## src/rtl/phg_pkg.sv

```systemverilog
`timescale 1ns / 1ps
// ----------------------------------------------------------------------------
// phg_pkg: shared types and constants
// Geometry, binning constants, request/response payloads and the command
// passed from the front end to the back end of the peak histogrammer.
// ----------------------------------------------------------------------------
package phg_pkg;

   localparam int LAYERS     = 14;
   localparam int BARS       = 22;
   localparam int SIDES      = 2;
   localparam int BINS       = 150;
   localparam int BIN_WIDTH  = 20;
   localparam int COUNT_BITS = 32;

   localparam int PAIRS      = LAYERS * SIDES;
   localparam int PAIR_W     = (PAIRS > 1) ? $clog2(PAIRS) : 1;
   localparam int NBINS_ALL  = BINS + 2;
   localparam int BIN_IDX_W  = $clog2(NBINS_ALL);
   localparam int NCOUNTERS  = LAYERS * BARS * SIDES * NBINS_ALL;
   localparam int ADDR_W     = $clog2(NCOUNTERS);

   localparam int RECIP_L    = (BIN_WIDTH > 1) ? $clog2(BIN_WIDTH) : 0;
   localparam int RECIP_SH   = 16 + RECIP_L;
   localparam int RECIP      = ((2 ** RECIP_SH) + BIN_WIDTH - 1) / BIN_WIDTH;
   localparam int RECIP_W    = $clog2(RECIP + 1);
   localparam int PROD_W     = 16 + RECIP_W;

   localparam int QDEPTH     = 2;
   localparam int Q_PTR_W    = 1;
   localparam int Q_CNT_W    = 2;

   localparam logic signed [15:0] PEAK_FLOOR = -16'sd9999;
   localparam logic [4:0]         NO_BAR     = 5'(BARS);
   localparam logic [COUNT_BITS-1:0] COUNT_MAX = {COUNT_BITS{1'b1}};

   localparam logic [3:0]         DYNODE_RESET = 4'd8;
   localparam logic signed [15:0] OFFSET_RESET = -16'sd500;

   localparam logic CSR_SELECTED_DYNODE = 1'b0;
   localparam logic CSR_HIST_OFFSET     = 1'b1;

   localparam logic [1:0] REQ_SIGNAL = 2'd0;
   localparam logic [1:0] REQ_EOE    = 2'd1;
   localparam logic [1:0] REQ_READ   = 2'd2;
   localparam logic [1:0] REQ_UNUSED = 2'd3;

   localparam logic KIND_PEAK  = 1'b0;
   localparam logic KIND_COUNT = 1'b1;

   typedef enum logic [1:0] {
      OP_SIGNAL = 2'd0,
      OP_EOE    = 2'd1,
      OP_READ   = 2'd2
   } phg_op_type;

   typedef struct packed {
      logic [1:0]         req_type;
      logic [3:0]         layer;
      logic [4:0]         bar;
      logic               side;
      logic [3:0]         dynode;
      logic signed [15:0] adc;
      logic [7:0]         bin_index;
   } phg_req_type;

   typedef struct packed {
      logic                  kind;
      logic [3:0]            out_layer;
      logic                  out_side;
      logic [4:0]            peak_bar;
      logic signed [15:0]    peak_adc;
      logic                  hit_valid;
      logic [COUNT_BITS-1:0] bin_count;
      logic                  last;
   } phg_rsp_type;

   typedef struct packed {
      phg_op_type         op;
      logic [PAIR_W-1:0]  pair;
      logic [4:0]         bar;
      logic signed [15:0] adc;
      logic [ADDR_W-1:0]  rd_addr;
      logic               rd_ok;
   } phg_cmd_type;

   typedef struct packed {
      logic clearing;
   } phg_stat_type;

   function automatic logic [ADDR_W-1:0] phg_addr(logic [31:0] l, logic [31:0] b,
                                                  logic [31:0] s, logic [31:0] bin);
      logic [31:0] a;
      a = ((l * BARS + b) * SIDES + s) * NBINS_ALL + bin;
      return a[ADDR_W-1:0];
   endfunction

endpackage

```

## src/rtl/phg_front.sv

```systemverilog
`timescale 1ns / 1ps
// ----------------------------------------------------------------------------
// phg_front: request intake
// Accepts requests, drops those that have no effect, turns the rest into
// commands and queues them for the back end.
// ----------------------------------------------------------------------------
module phg_front
   import phg_pkg::*;
(
   input  logic         clock,
   input  logic         reset,
   input  logic         req_valid,
   output logic         req_ready,
   input  phg_req_type  req_data,
   input  logic [3:0]   selected_dynode,
   input  phg_stat_type stat,
   output logic         cmd_valid,
   input  logic         cmd_ready,
   output phg_cmd_type  cmd_data
);

   phg_cmd_type        q_ff [QDEPTH];
   logic [Q_PTR_W-1:0] wr_ptr_ff, wr_ptr_in;
   logic [Q_PTR_W-1:0] rd_ptr_ff, rd_ptr_in;
   logic [Q_CNT_W-1:0] cnt_ff, cnt_in;

   phg_cmd_type cmd_new;
   logic        keep;
   logic        geo_ok;
   logic        push, pop;

   always_comb begin
      geo_ok = (int'(req_data.layer) < LAYERS) && (int'(req_data.bar) < BARS)
               && (int'(req_data.side) < SIDES);
      cmd_new.pair    = PAIR_W'(32'(req_data.layer) * SIDES + 32'(req_data.side));
      cmd_new.bar     = req_data.bar;
      cmd_new.adc     = req_data.adc;
      cmd_new.rd_addr = phg_addr(32'(req_data.layer), 32'(req_data.bar),
                                 32'(req_data.side), 32'(req_data.bin_index));
      cmd_new.rd_ok   = geo_ok && (int'(req_data.bin_index) < NBINS_ALL);
      cmd_new.op      = OP_SIGNAL;
      keep            = 1'b0;
      case (req_data.req_type)
         REQ_SIGNAL: begin
            cmd_new.op = OP_SIGNAL;
            keep       = geo_ok && (req_data.dynode == selected_dynode);
         end
         REQ_EOE: begin
            cmd_new.op = OP_EOE;
            keep       = 1'b1;
         end
         REQ_READ: begin
            cmd_new.op = OP_READ;
            keep       = 1'b1;
         end
         default: begin
            keep = 1'b0;
         end
      endcase
   end

   assign req_ready = (int'(cnt_ff) < QDEPTH) && !stat.clearing;
   assign push      = req_valid && req_ready && keep;
   assign cmd_valid = (cnt_ff != '0);
   assign cmd_data  = q_ff[rd_ptr_ff];
   assign pop       = cmd_valid && cmd_ready;

   always_comb begin
      wr_ptr_in = push ? wr_ptr_ff + 1'b1 : wr_ptr_ff;
      rd_ptr_in = pop ? rd_ptr_ff + 1'b1 : rd_ptr_ff;
      cnt_in    = cnt_ff + Q_CNT_W'(push) - Q_CNT_W'(pop);
   end

   always_ff @(posedge clock) begin
      if (reset) begin
         wr_ptr_ff <= '0;
         rd_ptr_ff <= '0;
         cnt_ff    <= '0;
      end else begin
         wr_ptr_ff <= wr_ptr_in;
         rd_ptr_ff <= rd_ptr_in;
         cnt_ff    <= cnt_in;
      end
   end

   always_ff @(posedge clock) begin
      if (push) begin
         q_ff[wr_ptr_ff] <= cmd_new;
      end
   end

endmodule

```

## config.mk

```make
export PLATFORM = sky130hd
export DESIGN_NAME = phg_front
export DESIGN_NICKNAME = d
export VERILOG_FILES = /design/src/rtl/phg_pkg.sv /design/src/rtl/phg_front.sv
export SDC_FILE = /design/constraint.sdc
export NUM_CORES = 1
export LEC_CHECK = 0
export CORE_UTILIZATION = 30
export CTS_CLUSTER_SIZE = 25
export DETAILED_ROUTE_END_ITERATION = 12
export DONT_BUFFER_PORTS = 1
export PLACE_DENSITY = 0.49
export SYNTH_ARGS = -nofsm -noshare
export SYNTH_HDL_FRONTEND = slang
export SYNTH_SLANG_ARGS = --single-unit
```

## constraint.sdc

```tcl
create_clock -name clock -period 6.7 [get_ports clock]
set_input_delay 1.34 -clock clock [delete_from_list [all_inputs] [get_ports clock]]
set_output_delay 1.34 -clock clock [all_outputs]
set_load 0.01 [all_outputs]
```

==> flow_metrics.py <==
metrics = {
    "run_status": {
        "outcome": "finished clean",
    },
    "cts": {
        "clk_latency_ns": 0.33,
        "path_clk_slew_ns": 0.07,
        "post_cts.repair.setup_buffers": 0,
        "holdBufCountCts": 0,
        "ctsLongestPathBuffers": 2,
        "numCtsBuffers": 9,
        "cts_tree": "yes",
        "clkSinkCount": 97,
        "root_buffer": "clkbuf_16",
        "h-tree-depth": 3,
        "cts_resized": 0,
    },
    "cells_and_area": {
        "syn2layout_area_growth_pct": 11.3,
        "drive_above_1_share_pct": 20.8,
        "diodes": 0,
        "final-seq-area_sq_um": 2860,
        "post-route-util_pct": 34.5,
        "fin_area_sq_um": 6030,
        "fin_nets": 505,
        "final_cells": 625,
        "multi_input_area_sq_um": 2400,
        "fill_cells": 1702,
    },
    "synthesis": {
        "synth-simple-area-share_pct": 6.03,
        "syn_nets": 497,
        "synthFlopType": "edfxtp_1",
        "synthAdderAreaFrac_pct": 15.5,
        "seq_area_frac_synth_pct": 52.8,
        "synth_top_area_share_pct": 51.0,
        "synth_compound_area_share_pct": 5.15,
        "synth-seq-cells": 97,
        "synthMuxAreaShare_pct": 9.56,
        "ys_top_cells_by_area": "edfxtp_1 (51%), ha_1 (12%), mux2_2 (9.6%)",
        "synth_xor_area_share_pct": 7.83,
        "synth_top_family_by_area": "adder cells",
        "synthArstFlopShare_pct": 0,
        "avgSynthCellArea_sq_um": 14.0,
        "yosysTopAreaCell": "edfxtp_1",
        "syn_inst": 387,
        "synth_edf_count": 92,
        "ys_warn_count": 0,
        "ys_types": 48,
        "syn_area_sq_um": 5420,
    },
    "setup_path": {
        "critPathKind": "primary input to flop",
        "worst-path-buf-inv": 3,
        "r2r_start": "cnt_ff[1]$_SDFF_PP0_",
        "startpoint": "req_data[34]",
        "crit_fanout": 6,
        "r2r_slack_ns": 4.27,
        "crit_family": "adder cells",
        "critPathCaptureType": "flop",
        "r2r_end": "q_ff[0][4]$_DFFE_PP_",
        "cp_slowest_cell": "fa_1",
        "cp_common_cell": "ha_1",
        "worstPathCellList": "ha_1, ha_1, fa_1, ha_1, o21ai_0, nand2b_1, and3_1, xnor2_1, inv_1, ha_1, inv_1, fa_1, inv_1, ha_1, and3_1, o211ai_1, nand3_1, xnor2_2, nor4_2, xnor2_1",
        "critPathCapture": "q_ff[0][16]$_DFFE_PP_",
        "worstPathArrival_ns": 5.99,
        "cp-start-kind": "primary input",
        "cp.required_ns": 6.77,
        "path_depth": 20,
        "reg2reg_depth": 4,
        "cpPeakStageDelay_ns": 0.50,
    },
    "global_route": {
        "overflow": 0,
        "grt_usage_pct": 10.7,
        "grt_first_pass_wirelength_microns": 15100,
        "grt_pass1_vias": 2949,
        "grt_max_degree": 36,
        "antenna_found_initial": 0,
    },
    "timing": {
        "final-setup-viol-count": 0,
        "hold_slack_ns": 0.535,
        "finalClockSkew_ns": 0.00464,
        "fmax_mhz": 169,
        "rsz0062_at_grt": "false",
        "min_period_over_period_pct": 88.4,
        "tightestPinTransition_ns": 0.938,
        "slew_headroom_pct": 37.3,
        "hold_viol": 0,
        "min_period_ns": 5.92,
        "slew_viol_final": 0,
        "fin_tns_setup_ns": 0,
    },
    "power_and_ir_drop": {
        "ir_drop_uv": 247,
        "internal-power_w": 0.00193,
        "power.leakage_nw": 2.29,
        "power_density_nw_per_um2": 528,
        "p_seq_share_pct": 27.3,
        "comb_power_share_pct": 55.6,
        "pwr-share-clk_pct": 17.1,
        "switchingPower_w": 0.00125,
        "swShare_pct": 39.3,
    },
    "place": {
        "io_buffers": 0,
        "dp_hpwl_microns": 7260,
        "place_area_sq_um": 5720,
        "place.gp.congestion": 0.741,
        "dp.cells": 609,
    },
    "routing": {
        "vias_per_cell": 4.66,
        "antenna_left": 0,
        "drt_iter0_markers": 111,
        "drc_errors": 0,
        "vias": 2913,
        "met2WireLength_microns": 4790,
        "wl_per_cell_microns": 15.5,
        "drt-met1-wl_microns": 4010,
        "dr.pass1.iters": 6,
        "totalWireLength_microns": 9680,
        "route.met3.wl_microns": 759,
        "top_layer": "met4",
    },
    "die": {
        "die_y_microns": 136,
        "die_w_microns": 136,
        "coreArea_sq_um": 17500,
        "start_util_pct": 31.0,
        "num_rows": 48,
        "io_pins": 97,
        "die_area_sq_um": 18600,
    },
    "hold_path": {
        "hold_class": "flop to flop",
        "min_path_cells": 2,
    },
    "job": {
        "cap_viol_max_count": 0,
    },
}
[power groups by stage]
| stage | registers (W) | logic, W | clock network, W |
|---|---|---|---|
| global route | 0.000875 | 0.00197 | 0.000588 |
| finish | 0.000870 | 0.00177 | 0.000545 |
| CTS | 0.000872 | 0.00180 | 0.000566 |
| floorplan | 0.000874 | 0.00151 | 0 |
| global placement | 0.000884 | 0.00178 | 0 |
| detailed placement | 0.000885 | 0.00179 | 0 |
[worst min-delay path, cell delays in order, from the launching register on]
cell,delay (ns)
dfxtp_1,0.33
xnor2_1,0.09
nor2_1,0.08
[cell usage after synthesis, types with 3 or more instances]
cell type / number
xnor2_1: 25
a211oi_1: 3
a21o_1: 7
nor2b_1: 4
inv_1: 39
xor2_1: 14
mux2_2: 46
a31oi_1: 3
nor3_1: 3
edfxtp_1: 92
o21ai_1: 6
a21oi_1: 7
nor2_1: 16
nand2_1: 4
o21ai_0: 6
nand3_1: 5
fa_1: 10
dfxtp_1: 5
ha_1: 51
clkbuf_1: 6
[final cells by class]
| class | count | area share, % |
|---|---|---|
| multi-input cells | 245 | 39.8 |
| repair buffers | 3 | 0.373 |
| well taps | 225 | 4.67 |
| clock inverters | 6 | 1.45 |
| clock buffers | 10 | 3.80 |
| flip-flops and latches | 97 | 47.5 |
| inverters | 39 | 2.43 |
[layout by cell type (no fill, tap or decap), types with 3 or more instances in the layout]
cell	Yosys	final
fa_1	10	10
edfxtp_1	92	92
inv_1	39	39
a211oi_1	3	3
ha_1	51	51
o21ai_1	6	6
clkbuf_16	0	9
mux2_2	46	46
a31oi_1	3	3
xnor2_1	25	25
a21oi_1	7	7
xor2_1	14	14
dfxtp_1	5	4
nand2_1	4	4
nand3_1	5	5
o21ai_0	6	6
nor2b_1	4	4
nor2_1	16	14
buf_4	0	3
nor3_1	3	3
a21o_1	7	7
[registers in the layout, indices dropped and copies added (netlist names), named ones only]
name       flops
q_ff          92
cnt_ff         2
rd_ptr_ff      1
wr_ptr_ff      1
[worst min path at each step]
stage	from	to
finish	rd_ptr_ff$_SDFFE_PP0P_	rd_ptr_ff$_SDFFE_PP0P_
global route	rd_ptr_ff$_SDFFE_PP0P_	rd_ptr_ff$_SDFFE_PP0P_
CTS	rd_ptr_ff$_SDFFE_PP0P_	rd_ptr_ff$_SDFFE_PP0P_
detailed placement	rd_ptr_ff$_SDFFE_PP0P_	flop
global placement	rd_ptr_ff$_SDFFE_PP0P_	rd_ptr_ff$_SDFFE_PP0P_
floorplan	rd_ptr_ff$_SDFFE_PP0P_	flop
[per-layer routing]
layer / vias up / global-route usage, %
met1: 1427 / 12.4
met3: 6 / 3.58
met2: 62 / 17.8
met5: - / 0
li1: 1418 / -
met4: 0 / 4.63
[metrics by stage]
stage,setup slack (ns),power (W)
after global routing,0.479,0.00343
final,0.776,0.00318
after global placement,0.485,0.00266
after detailed placement,0.404,0.00267
after CTS,0.752,0.00324
after floorplan,0.808,0.00238
[cell families (layout without fill, tap and decap cells)]
family,Yosys count,after routing
buffers and inverters,45,58
XOR/XNOR,43,43
multiplexers,46,46
flip-flops,97,97
AND/OR/NAND/NOR,53,53
AO/OA/AOI/OAI,42,42
adder cells (fa/ha/maj),61,61
(Power assumes the default switching activity.)
